==> src/design/rme_pkg.sv <==
// Package for the range median / moving-average filter.
// Holds field widths, reset values, parameter defaults and configuration register codes.
// No dependencies; every other design file refers to it by scoped names.
package rme_pkg;

  // Field widths fixed by the item format.
  localparam int MM_W      = 13;
  localparam int DIST_W    = 16;
  localparam int ALPHA_W   = 3;
  localparam int CFG_IDX_W = 2;
  localparam int CFG_DATA_W = 13;

  // Parameter defaults.
  localparam int WINDOW_DEF        = 5;
  localparam int FRACTION_BITS_DEF = 8;

  // Reset values of the registers and the filter state.
  localparam logic [MM_W-1:0]    RESET_MAX_RANGE    = 13'd8000;
  localparam logic [ALPHA_W-1:0] RESET_ALPHA_SHIFT  = 3'd2;
  localparam logic [MM_W-1:0]    RESET_DEFAULT_SEED = 13'd200;
  localparam logic [MM_W-1:0]    RESET_FILL         = 13'd200;

  // Input item kinds.
  localparam logic KIND_SAMPLE = 1'b0;
  localparam logic KIND_SEED   = 1'b1;

  typedef logic [MM_W-1:0] mm_t;

  // Configuration register indexes.
  typedef enum logic [CFG_IDX_W-1:0] {
    CFG_MAX_RANGE    = 2'd0,
    CFG_ALPHA_SHIFT  = 2'd1,
    CFG_DEFAULT_SEED = 2'd2
  } cfg_idx_t;

endpackage

==> src/design/rme_in_if.sv <==
// Input channel of the filter: valid/ready handshake with one sample or seed item.
// Depends on rme_pkg for the field widths.
interface rme_in_if;
  logic                          valid;
  logic                          ready;
  logic                          kind;
  logic [rme_pkg::DIST_W-1:0]    distance_mm;

  modport source (output valid, output kind, output distance_mm, input ready);
  modport sink   (input valid, input kind, input distance_mm, output ready);
endinterface

==> src/design/rme_out_if.sv <==
// Result channel of the filter: valid/ready handshake with one result item.
// Depends on rme_pkg for the field widths.
interface rme_out_if;
  logic                       valid;
  logic                       ready;
  logic [rme_pkg::MM_W-1:0]   filtered_mm;
  logic [rme_pkg::MM_W-1:0]   median_mm;
  logic                       accepted;

  modport source (output valid, output filtered_mm, output median_mm, output accepted,
                  input ready);
  modport sink   (input valid, input filtered_mm, input median_mm, input accepted,
                  output ready);
endinterface

==> src/design/rme_median.sv <==
// Combinational median of a small window of samples, found by ranking every entry.
// Depends on rme_pkg for the sample width.
module rme_median #(
  parameter int WINDOW = rme_pkg::WINDOW_DEF
) (
  input  logic [WINDOW-1:0][rme_pkg::MM_W-1:0] samples,
  output rme_pkg::mm_t                         median
);

  localparam int CNT_W = $clog2(WINDOW);
  localparam logic [CNT_W-1:0] MID = CNT_W'(WINDOW / 2);

  logic [CNT_W-1:0] rank [WINDOW];

  // Rank of each entry in sorted order; equal values are ordered by position,
  // so exactly one entry holds the middle rank.
  always_comb begin
    for (int i = 0; i < WINDOW; i++) begin
      rank[i] = '0;
      for (int j = 0; j < WINDOW; j++) begin
        if (j != i) begin
          if ((samples[j] < samples[i]) || ((samples[j] == samples[i]) && (j < i))) begin
            rank[i] = rank[i] + CNT_W'(1);
          end
        end
      end
    end
  end

  // Pick the entry whose rank is the middle one.
  always_comb begin
    median = '0;
    for (int i = 0; i < WINDOW; i++) begin
      if (rank[i] == MID) begin
        median = samples[i];
      end
    end
  end

endmodule

==> src/design/range_median_ema_filter.sv <==
// Range filter: sample ring median followed by a shift-weighted moving average.
// An accepted item is held in the input register; its result is then registered in the result register.
// Throughput: one item per cycle while out_chan.ready holds; the input register drains when the result slot frees up.
// Timing is set by the ranking median network feeding the average update combinationally.
// Reset (synchronous, rst_n low): ring entries 200, write slot 0, average 200.0,
// max_range 8000, alpha_shift 2, default_seed 200, both pipeline stages empty.
module range_median_ema_filter #(
  parameter int WINDOW        = rme_pkg::WINDOW_DEF,
  parameter int FRACTION_BITS = rme_pkg::FRACTION_BITS_DEF
) (
  input  logic                              clk,
  input  logic                              rst_n,
  rme_in_if.sink                            in_chan,
  rme_out_if.source                         out_chan,
  input  logic                              cfg_we,
  input  logic [rme_pkg::CFG_IDX_W-1:0]     cfg_addr,
  input  logic [rme_pkg::CFG_DATA_W-1:0]    cfg_wdata
);

  localparam int SLOT_W = $clog2(WINDOW);
  localparam int AVG_W  = rme_pkg::MM_W + FRACTION_BITS;
  localparam logic [SLOT_W-1:0] LAST_SLOT = SLOT_W'(WINDOW - 1);
  localparam logic [AVG_W:0]    HALF      = (AVG_W + 1)'(1) << (FRACTION_BITS - 1);

  // Configuration registers.
  rme_pkg::mm_t                  max_range_r;
  logic [rme_pkg::ALPHA_W-1:0]   alpha_r;
  rme_pkg::mm_t                  default_seed_r;

  // Input register.
  logic                          s1_valid_r, s1_valid_nxt;
  logic                          s1_kind_r;
  logic [rme_pkg::DIST_W-1:0]    s1_dist_r;

  // Filter state.
  logic [WINDOW-1:0][rme_pkg::MM_W-1:0] ring_r, ring_nxt, ring_upd, med_in;
  logic [SLOT_W-1:0]             slot_r, slot_nxt;
  logic [AVG_W-1:0]              avg_r, avg_nxt, avg_upd, avg_out;

  // Result register.
  logic                          out_valid_r, out_valid_nxt;
  rme_pkg::mm_t                  out_filt_r, out_med_r;
  logic                          out_acc_r;

  logic                          in_fire, s1_fire, out_free;
  logic                          sample_ok, take_sample;
  rme_pkg::mm_t                  seed_val, ring_med, med_sel;
  logic signed [AVG_W:0]         diff, step;
  logic [AVG_W:0]                rnd_sum;

  // Handshake: the input register moves on whenever the result register can take an item.
  assign out_free      = !out_valid_r || out_chan.ready;
  assign s1_fire       = s1_valid_r && out_free;
  assign in_chan.ready = !s1_valid_r || out_free;
  assign in_fire       = in_chan.valid && in_chan.ready;

  assign s1_valid_nxt  = in_fire ? 1'b1 : (s1_fire ? 1'b0 : s1_valid_r);
  assign out_valid_nxt = s1_fire ? 1'b1 : (out_chan.ready ? 1'b0 : out_valid_r);

  // Configuration writes.
  always_ff @(posedge clk) begin
    if (!rst_n) begin
      max_range_r    <= rme_pkg::RESET_MAX_RANGE;
      alpha_r        <= rme_pkg::RESET_ALPHA_SHIFT;
      default_seed_r <= rme_pkg::RESET_DEFAULT_SEED;
    end else if (cfg_we) begin
      case (cfg_addr)
        rme_pkg::CFG_MAX_RANGE:    max_range_r    <= cfg_wdata[rme_pkg::MM_W-1:0];
        rme_pkg::CFG_ALPHA_SHIFT:  alpha_r        <= cfg_wdata[rme_pkg::ALPHA_W-1:0];
        rme_pkg::CFG_DEFAULT_SEED: default_seed_r <= cfg_wdata[rme_pkg::MM_W-1:0];
        default: ;
      endcase
    end
  end

  // Sample qualification and the ring with the new sample written in.
  always_comb begin
    sample_ok   = (s1_dist_r != '0) &&
                  (s1_dist_r < {{(rme_pkg::DIST_W - rme_pkg::MM_W){1'b0}}, max_range_r});
    take_sample = !s1_kind_r && sample_ok;
    seed_val    = sample_ok ? s1_dist_r[rme_pkg::MM_W-1:0] : default_seed_r;
    for (int k = 0; k < WINDOW; k++) begin
      ring_upd[k] = (slot_r == SLOT_W'(k)) ? s1_dist_r[rme_pkg::MM_W-1:0] : ring_r[k];
    end
    med_in = take_sample ? ring_upd : ring_r;
  end

  rme_median #(
    .WINDOW (WINDOW)
  ) u_median (
    .samples (med_in),
    .median  (ring_med)
  );

  // Average step toward the median; the arithmetic shift rounds toward minus infinity.
  always_comb begin
    diff    = $signed({1'b0, ring_med, {FRACTION_BITS{1'b0}}}) - $signed({1'b0, avg_r});
    step    = diff >>> alpha_r;
    avg_upd = avg_r + step[AVG_W-1:0];
  end

  // Next state and result selection for seed, accepted sample and rejected sample.
  always_comb begin
    ring_nxt = ring_r;
    slot_nxt = slot_r;
    avg_nxt  = avg_r;
    med_sel  = ring_med;
    avg_out  = avg_r;
    if (s1_kind_r) begin
      for (int k = 0; k < WINDOW; k++) begin
        ring_nxt[k] = seed_val;
      end
      slot_nxt = '0;
      avg_nxt  = {seed_val, {FRACTION_BITS{1'b0}}};
      med_sel  = seed_val;
      avg_out  = {seed_val, {FRACTION_BITS{1'b0}}};
    end else if (sample_ok) begin
      ring_nxt = ring_upd;
      slot_nxt = (slot_r == LAST_SLOT) ? '0 : slot_r + SLOT_W'(1);
      avg_nxt  = avg_upd;
      avg_out  = avg_upd;
    end
    rnd_sum = {1'b0, avg_out} + HALF;
  end

  // Control registers.
  always_ff @(posedge clk) begin
    if (!rst_n) begin
      s1_valid_r  <= 1'b0;
      out_valid_r <= 1'b0;
    end else begin
      s1_valid_r  <= s1_valid_nxt;
      out_valid_r <= out_valid_nxt;
    end
  end

  // Input payload register.
  always_ff @(posedge clk) begin
    if (in_fire) begin
      s1_kind_r <= in_chan.kind;
      s1_dist_r <= in_chan.distance_mm;
    end
  end

  // Filter state, updated once per item.
  always_ff @(posedge clk) begin
    if (!rst_n) begin
      for (int k = 0; k < WINDOW; k++) begin
        ring_r[k] <= rme_pkg::RESET_FILL;
      end
      slot_r <= '0;
      avg_r  <= {rme_pkg::RESET_FILL, {FRACTION_BITS{1'b0}}};
    end else if (s1_fire) begin
      ring_r <= ring_nxt;
      slot_r <= slot_nxt;
      avg_r  <= avg_nxt;
    end
  end

  // Result payload register.
  always_ff @(posedge clk) begin
    if (s1_fire) begin
      out_filt_r <= rnd_sum[FRACTION_BITS + rme_pkg::MM_W - 1:FRACTION_BITS];
      out_med_r  <= med_sel;
      out_acc_r  <= s1_kind_r || sample_ok;
    end
  end

  assign out_chan.valid       = out_valid_r;
  assign out_chan.filtered_mm = out_filt_r;
  assign out_chan.median_mm   = out_med_r;
  assign out_chan.accepted    = out_acc_r;

`ifndef SYNTHESIS
  // The write slot always points at an existing ring entry.
  a_slot_range: assert property (@(posedge clk) disable iff (!rst_n)
    slot_r <= LAST_SLOT)
    else $error("write slot out of range");

  // A seed item reports its own value as both average and median.
  a_seed_result: assert property (@(posedge clk) disable iff (!rst_n)
    (s1_fire && s1_kind_r) |=>
      (out_filt_r == out_med_r) && out_acc_r)
    else $error("seed result mismatch");

  // A rejected sample leaves the average and the ring untouched.
  a_reject_holds: assert property (@(posedge clk) disable iff (!rst_n)
    (s1_fire && !s1_kind_r && !sample_ok) |=> ($stable(avg_r) && $stable(ring_r)))
    else $error("rejected sample changed state");

  // With no averaging weight the average lands exactly on the median.
  a_zero_shift: assert property (@(posedge clk) disable iff (!rst_n)
    (s1_fire && take_sample && (alpha_r == '0)) |=>
      (avg_r == {out_med_r, {FRACTION_BITS{1'b0}}}))
    else $error("zero shift average differs from median");
`endif

endmodule
==> src/flat_wrapper.sv <==
// flat-port wrapper written by rule: the top's interface ports become plain ports
module range_median_ema_filter_flat 
#(
  parameter int WINDOW        = rme_pkg::WINDOW_DEF,
  parameter int FRACTION_BITS = rme_pkg::FRACTION_BITS_DEF
)
  (clk, rst_n, cfg_we, cfg_addr, cfg_wdata, in_chan_valid, in_chan_kind, in_chan_distance_mm, in_chan_ready, out_chan_valid, out_chan_filtered_mm, out_chan_median_mm, out_chan_accepted, out_chan_ready);
  rme_in_if in_chan_i ();
  rme_out_if out_chan_i ();
  input  logic clk;
  input  logic rst_n;
  input  logic cfg_we;
  input  logic [rme_pkg::CFG_IDX_W-1:0] cfg_addr;
  input  logic [rme_pkg::CFG_DATA_W-1:0] cfg_wdata;
  input wire logic [$bits(in_chan_i.valid)-1:0] in_chan_valid;
  input wire logic [$bits(in_chan_i.kind)-1:0] in_chan_kind;
  input wire logic [$bits(in_chan_i.distance_mm)-1:0] in_chan_distance_mm;
  output wire logic [$bits(in_chan_i.ready)-1:0] in_chan_ready;
  output wire logic [$bits(out_chan_i.valid)-1:0] out_chan_valid;
  output wire logic [$bits(out_chan_i.filtered_mm)-1:0] out_chan_filtered_mm;
  output wire logic [$bits(out_chan_i.median_mm)-1:0] out_chan_median_mm;
  output wire logic [$bits(out_chan_i.accepted)-1:0] out_chan_accepted;
  input wire logic [$bits(out_chan_i.ready)-1:0] out_chan_ready;
  assign in_chan_i.valid = in_chan_valid;
  assign in_chan_i.kind = in_chan_kind;
  assign in_chan_i.distance_mm = in_chan_distance_mm;
  assign in_chan_ready = in_chan_i.ready;
  assign out_chan_valid = out_chan_i.valid;
  assign out_chan_filtered_mm = out_chan_i.filtered_mm;
  assign out_chan_median_mm = out_chan_i.median_mm;
  assign out_chan_accepted = out_chan_i.accepted;
  assign out_chan_i.ready = out_chan_ready;
  range_median_ema_filter #(.WINDOW(WINDOW), .FRACTION_BITS(FRACTION_BITS)) u_core (.clk(clk), .rst_n(rst_n), .in_chan(in_chan_i), .out_chan(out_chan_i), .cfg_we(cfg_we), .cfg_addr(cfg_addr), .cfg_wdata(cfg_wdata));
endmodule
==> config.mk <==
export PLATFORM = sky130hd
export DESIGN_NAME = range_median_ema_filter_flat
export DESIGN_NICKNAME = d
export VERILOG_FILES = /design/src/design/rme_pkg.sv /design/src/design/rme_in_if.sv /design/src/design/rme_out_if.sv /design/src/design/rme_median.sv /design/src/design/range_median_ema_filter.sv /design/src/flat_wrapper.sv
export SDC_FILE = /design/constraint.sdc
export NUM_CORES = 1
export LEC_CHECK = 0
export ABC_AREA = 0
export BUFFER_PORTS_ARGS = -buffer_cell sky130_fd_sc_hd__buf_4
export CAP_MARGIN = 30
export CORE_MARGIN = 2
export CORE_UTILIZATION = 47
export DETAILED_ROUTE_END_ITERATION = 7
export HOLD_SLACK_MARGIN = 0.08
export PLACE_DENSITY = 0.66
export SLEW_MARGIN = 20
export SYNTH_ARGS = -nofsm -noshare
export SYNTH_HDL_FRONTEND = slang
export SYNTH_SLANG_ARGS = --single-unit
==> constraint.sdc <==
create_clock -name clk -period 11.4 [get_ports clk]
set_input_delay 0.57 -clock clk [delete_from_list [all_inputs] [get_ports clk]]
set_output_delay 0.57 -clock clk [all_outputs]
set_load 0.02 [all_outputs]
==> impl_results.md, run 1 <==
- Min Tclk post-route: approximately 11 ns
- Hold Fails Final Rpt: 0
- LEAKAGE: approximately 8.3 nW
- Worst skew pair latency: around 0.44 ns
- TNS Setup: 0 ns
- CTS tree: built
- Post-route setup slack: about 0.37 ns
- Avg Inst Size Synth: between 7 and 8 sq um
- Num rows: 67
- Cell with the most instances after synthesis: nand2_1
- DR pass1 iterations: 8
- WL final: around 60000 microns
- CP Max Fanout: 5
- Synth cell types: 108
- Period utilization: 96.8%
- Largest cells by area after synthesis: dfxtp_1 (15%), ha_1 (14%), edfxtp_1 (8.2%), nand2_1 (5.9%), mux2i_1 (5.2%)
- Syn Nets: ~2300
- Routed wire per std cell: ~23 microns
- Share of cells above drive strength 1: a little over a fifth
- CP delay by family, top: simple AND/OR/NAND/NOR gates
- Worst setup EP type: register
- FFs w/ async S/R, synth: 0%
- Final Slew Violations: 0
- Clock Tree Buf Depth: 2
- Max cap viols: 0
- All-layer global routing usage: between 30% and 40%
- Synth warnings: 0
- Worst rel slew slack: 33.3%
- HP Class: in2reg
- Max Freq: 90.6 MHz
- Commonest cells in the netlist: nand2_1 (253), ha_1 (177), a21oi_1 (159)
- Utilization after layout: 57.3%
- Post-synthesis sequential area ratio: between 20% and 30%
- Number of fill cells: 3084
- DP HPWL: 45600 microns
- Critical Path RT: ~12 ns
- Num CTS Buffers: 17
- P per Cell Area: between 300 and 400 nW/um^2
- Core Area: between 30000 and 40000 sq um
- Htree depth: 4
- Yosys top cell by area: dfxtp_1
- VDD IR max: about 0.40 mV
- Multi-input gate area: approximately 12000 sq um
- Port buffer count: 65
- Worst-margin pin slew: roughly 0.99 ns
- Largest net degree at the start of global routing: about 100
- First-pass GRT wire length: slightly above 90000 microns
- Chip Width: 190 microns
- Critical Path Max Stage Delay: ~0.43 ns
- Via density per instance: just over 6
- Worst path arrival time: between 10 and 15 ns
- Antenna Nets Post-Route: 0
- GR Overflow Total: 0
- #FFs+latches synth: about 160
- Synth Flop Type: dfxtp_1
- Final instance area: 19300 sq um
- Placed cell count: 2600
- DRC viols: 0
- Minimum hold slack: between 0.3 and 0.4 ns
- FF/Latch Area: roughly 3700 sq um
- Initial antenna violation count: 1
- WP buf/inv: 5
- Pwr Total: roughly 7 mW
- Synth Cell Area: around 16000 sq um
- Status: finished, final reports clean
- Die Y: 190 microns
- Post-synth EDFFs: 44
- Vias in the first global route: approximately 15000
- Mapped Cells: about 2000
- Slowest-stage cell, CP: edfxtp_1
- Routability cong.: approximately 1.1
- Placed cell area: 18100 sq um
- Initial DRC count: approximately 1700
- Final Non-Filler Cells: ~2700
- Num Clock Sinks: around 160
- Yosys top cell area share: between 10% and 20%
- Critical Path Start Type: register
- Worst slack, placed: -0.297 ns
- Critical Setup Path Class: reg2reg
- Nets@finish: 2413
- Root Driver: clkbuf_16
- Clock skew: between 0.01 and 0.015 ns
- I/O pin cnt: between 60 and 70
- Die area: around 36000 sq um
- Initial Utilization: about half
- Via count: roughly 16000
- Register clock-pin slew on the reported worst setup and hold paths: around 0.070 ns
- Antenna cell count: 0
- Area added between synthesis and finish: 19.3%
- Final setup viols: 0
layout make-up:
cell class / instances / area share, %
Timing Repair Buffer: 257 / 10.3
Clock inverter: 12 / 0.602
Inverter: 125 / 2.44
Clock buffer: 19 / 2.35
Multi-Input combinational cell: 1633 / 62.2
Tap cell: 448 / 2.90
Sequential cell: 164 / 19.3
worst paths after layout:
| check | from | endpoint | slack [ns] | depth (start not counted) |
|---|---|---|---|---|
| hold reg to reg | u_core.default_seed_r[1] | u_core.default_seed_r[1] | 0.47 | 2 |
| setup reg to reg | u_core.s1_dist_r[10] | u_core.out_chan.filtered_mm[12] | 0.37 | 51 |
| setup / recovery | u_core.s1_dist_r[10] | u_core.out_chan.filtered_mm[12] | 0.37 | 51 |
| hold / removal | in_chan_distance_mm[15] | u_core.s1_dist_r[15] | 0.30 | 1 |
per-layer routing:
metal,GRT usage (%),part of all wire [%]
met4,15.4,5.1
met2,50.8,44
met1,44.5,43
met3,5.04,7.8
met5,0,0.022
power by group:
part	switching [mW]	internal, mW
sequential	0.0279	0.658
clock	0.271	0.317
combinational	3.03	2.77
kinds of logic (layout without fill, tap and decap cells):
group / count (synthesis) / count (layout) / share of synthesized area, %
flip-flops: 164 / 164 / 23.0
XOR/XNOR: 63 / 63 / 3.41
adder cells (fa/ha/maj): 189 / 189 / 14.5
buffers and inverters: 244 / 413 / 5.98
AND/OR/NAND/NOR: 681 / 681 / 21.0
AO/OA/AOI/OAI: 581 / 581 / 24.4
multiplexers: 119 / 119 / 7.72
registers in the layout (all words and copies together) (netlist names):
name                         count
u_core.ring_r                   65
u_core.avg_r                    21
u_core.s1_dist_r                16
u_core.default_seed_r           13
u_core.max_range_r              13
u_core.out_chan.filtered_mm     13
u_core.out_chan.median_mm       13
u_core.alpha_r                   3
u_core.slot_r                    3
u_core.out_chan.accepted         1
u_core.out_chan.valid            1
u_core.s1_kind_r                 1
u_core.s1_valid_r                1
placed cells by master (no fill, tap or decap), types with 13 or more instances in the layout:
cell type  instances
nor3_1            21
inv_1            119
nand4_1           28
buf_4            250
mux2_2            33
a21o_1            28
and3_1            13
nand3_1           39
xor2_1            22
a21oi_2           15
o221a_2           23
nor2b_1           34
a31oi_1           17
edfxtp_1          44
o211ai_1          32
nand2b_1          16
clkbuf_16         19
o21ai_1           20
o21ai_0          107
ha_1             174
xnor2_1           40
nor2_1           135
mux2i_1           74
a21boi_0          27
and2_1            39
nand2_1          252
dfxtp_1          120
a21oi_1          145
o21a_1            27
what timing repair did:
item | 4_1_cts | 5_1_grt
resized for setup | 7 | 95
setup endpoints to repair | 10 | 23
hold buffers | 0 | 0
gates cloned | 0 | 1
pin swaps | 0 | 31
setup buffers | 0 | 25
Note: power is estimated with default switching activity, not from simulation.
==> run 2: changes to the inputs <==
--- a/config.mk
+++ b/config.mk
@@ -8,7 +8,7 @@
 export ABC_AREA = 0
 export BUFFER_PORTS_ARGS = -buffer_cell sky130_fd_sc_hd__buf_4
 export CAP_MARGIN = 30
-export CORE_MARGIN = 2
+export CORE_MARGIN = 1.5
 export CORE_UTILIZATION = 47
 export DETAILED_ROUTE_END_ITERATION = 7
 export HOLD_SLACK_MARGIN = 0.08
==> run 2 against run 1 <==
Cell count shrank 0.53%; largest power group unchanged; global-route usage grew 0.76 points; die area shrank 1.1%; via count grew 0.13%; first-iteration DRC count shrank 3.2%; utilization shrank 0.55 points; clock power grew 5.4%; non-clock buffer count shrank 16; total power shrank 3.4%; routed wire length grew 0.67%; register-to-register slack is essentially flat; flip-flop and latch count is the same.
==> impl_results.md, run 2 (same netlist as run 1, synthesis figures left out) <==
- Minimum hold slack: 0.289 ns (was 0.302 ns)
- Slowest-stage cell, CP: o32a_4 (was edfxtp_1)
- Via density per instance: 6.21 (was 6.17)
- Die area: 35600 sq um (was 36000 sq um)
- WL met2: 26600 microns (was 26100 microns)
- Largest net degree at the start of global routing: 100 (was 101)
- DRC viols: 0 (unchanged)
- R2r endpoint: u_core.out_chan.filtered_mm[12] (unchanged)
- Met1 Wirelength: 26300 microns (was 26000 microns)
- Num CTS Buffers: 17 (unchanged)
- Num rows: 67 (unchanged)
- Placed cell count: 2596 (was 2600)
- Met3 wire length: 4310 microns (was 4640 microns)
- HP Class: in2reg (unchanged)
- Most frequent cells in the layout: nand2_1 (252), buf_4 (238), ha_1 (174) (was nand2_1 (252), buf_4 (250), ha_1 (174))
- Root Driver: clkbuf_16 (unchanged)
- Num Clock Sinks: 164 (unchanged)
- Worst setup EP type: register (unchanged)
- Worst rel slew slack: 30.8% (was 33.3%)
- Worst reg2reg path depth: 50 (was 51)
- Worst hold start: in_chan_distance_mm[10] (was in_chan_distance_mm[15])
- GR Overflow Total: 0 (unchanged)
- Share of cells above drive strength 1: 20.4% (was 21.2%)
- Port buffer count: 65 (unchanged)
- Worst path arrival time: 11.23 ns (about the same)
- Largest registers: u_core.ring_r: 65 flops, u_core.avg_r: 21 flops, u_core.s1_dist_r: 16 flops (unchanged)
- Top reg by flops: u_core.ring_r (unchanged)
- Die Y: 189 microns (was 190 microns)
- First-pass GRT wire length: 91600 microns (was 90700 microns)
- LEAKAGE: 8.17 nW (was 8.26 nW)
- Chip Width: 189 microns (was 190 microns)
- P_int: 3.51 mW (was 3.74 mW)
- Final Non-Filler Cells: 2644 (was 2658)
- WL final: 60200 microns (was 59800 microns)
- Antenna Nets Post-Route: 0 (unchanged)
- Worst Hold Depth: 1 (unchanged)
- Hold Path End: u_core.s1_dist_r[10] (was u_core.s1_dist_r[15])
- Clock skew: 0.0199 ns (was 0.0143 ns)
- Net Sw Power: 3.31 mW (was 3.33 mW)
- Worst-margin pin slew: 1.04 ns (was 0.991 ns)
- Nets@finish: 2398 (was 2413)
- Critical Setup Path Class: reg2reg (unchanged)
- Hold buffers post-CTS: 0 (unchanged)
- Pwr Total: 6.83 mW (was 7.07 mW)
- Max reg flops: 65 (unchanged)
- Routability cong.: 1.02 (was 1.07)
- Core Area: 33700 sq um (unchanged)
- Htree depth: 4 (unchanged)
- I/O pin cnt: 66 (unchanged)
- Clock share of power: 9.1% (was 8.3%)
- Routed wire per std cell: 22.8 microns (was 22.5 microns)
- Reg2reg setup slack: 0.38 ns (was 0.37 ns)
- VDD IR max: 0.368 mV (was 0.397 mV)
- Initial DRC count: 1655 (was 1709)
- Register clock-pin slew on the reported worst setup and hold paths: 0.07 ns (about the same)
- CTS tree: built (unchanged)
- DR pass1 iterations: 6 (was 8)
- RSZ-0062 raised after global routing: true
- Max cap viols: 0 (unchanged)
- Comb pwr share: 80.9% (was 82.0%)
- Post-route setup slack: 0.377 ns (was 0.368 ns)
- Worst skew pair latency: 0.46 ns (was 0.44 ns)
- Max Used Layer: met4 (was met5)
- Max Freq: 90.7 MHz (was 90.6 MHz)
- R2R Path Start: u_core.s1_dist_r[10] (unchanged)
- Min Tclk post-route: 11.02 ns (was 11.03 ns)
- All-layer global routing usage: 33.4% (was 32.7%)
- CP Max Fanout: 11 (was 5)
- Initial Utilization: 48.1% (unchanged)
- Utilization after layout: 56.8% (was 57.3%)
- Top cell by count, worst path: ha_1
- Via count: 16400 (about the same)
- Worst slack, placed: -0.152 ns (was -0.297 ns)
- Critical Path Start Type: register (unchanged)
- Commonest non-fill, non-tap cell in the layout: nand2_1 (unchanged)
- Status: finished, final reports clean (unchanged)
- Initial antenna violation count: 0 (was 1)
- Sequential share of power: 10.0% (was 9.7%)
- Sw Share: 48.5% (was 47.1%)
- Clock Tree Buf Depth: 2 (unchanged)
- P per Cell Area: 357 nW/um^2 (was 366 nW/um^2)
- Hold Fails Final Rpt: 0 (unchanged)
- Critical Path Max Stage Delay: 0.45 ns (was 0.43 ns)
- Antenna cell count: 0 (unchanged)
- Critical Path RT: 11.61 ns (was 11.60 ns)
- Area added between synthesis and finish: 18.1% (was 19.3%)
- DP HPWL: 46400 microns (was 45600 microns)
- Final Slew Violations: 0 (unchanged)
- Period utilization: 96.7% (was 96.8%)
- Vias in the first global route: 15600 (was 15400)
- Final setup viols: 0 (unchanged)
## run 2: layout make-up
cell class,instances,area (sq um)
fill,3193,14600
multi-input combinational,1634,11900
sequential,164,3720
timing repair buffer,241,1830
tap,448,561
clock buffer,20,489
inverter,125,470
clock inverter,12,124
## run 2: critical path: cells and delay by family, from the launching register on
family                     cells  cell delay, ns
adders and majority gates      6            1.69
AOI/OAI and AO/OA             19            3.54
xor gates and xnor gates       4            0.55
buffers and inverters          5            0.90
muxes                          3            0.62
and+or+nand+nor               13            3.03
DFF                            1            0.40
## run 2: worst max-delay path by stage
stage	startpoint	to	slack [ns]
2_1_floorplan	u_core.s1_dist_r[12]	u_core.out_chan.filtered_mm[10]	0.02
3_3_place_gp	u_core.s1_dist_r[12]	u_core.out_chan.filtered_mm[10]	0.15
3_5_place_dp	u_core.s1_dist_r[12]	u_core.out_chan.filtered_mm[12]	-0.15
4_1_cts	u_core.s1_dist_r[10]	u_core.out_chan.filtered_mm[10]	0.02
5_1_grt	u_core.s1_dist_r[10]	u_core.out_chan.filtered_mm[12]	-0.13
6_report	u_core.s1_dist_r[10]	u_core.out_chan.filtered_mm[12]	0.38
## run 2: per-stage QoR
stage | cell area (sq um) | TNS [ns]
after floorplan | 16200 | 0
after global placement | 18000 | 0
after detailed placement | 18000 | -0.632
after CTS | 18600 | 0
after global routing | 19100 | -0.406
final | 19100 | 0
## run 2: power groups by stage
stage	sequential [mW]	clock [mW]	combinational, mW
floorplan	0.713	0	3.58
global placement	0.697	0	4.86
detailed placement	0.698	0	4.95
CTS	0.685	0.626	5.02
global route	0.690	0.648	5.97
finish	0.686	0.621	5.52
## run 2: repair_timing
item,CTS,global route
gates resized for setup,7,85
cloned,0,1
pin swaps,1,21
setup buffers,1,14
setup endpoints to repair,9,21
## run 2: metal layers
metal / vias to the layer above / GRT usage, %
met5: - / 0
met4: 0 / 15.9
met3: 146 / 4.28
met2: 740 / 52.9
met1: 7797 / 45.0
li1: 7726 / -
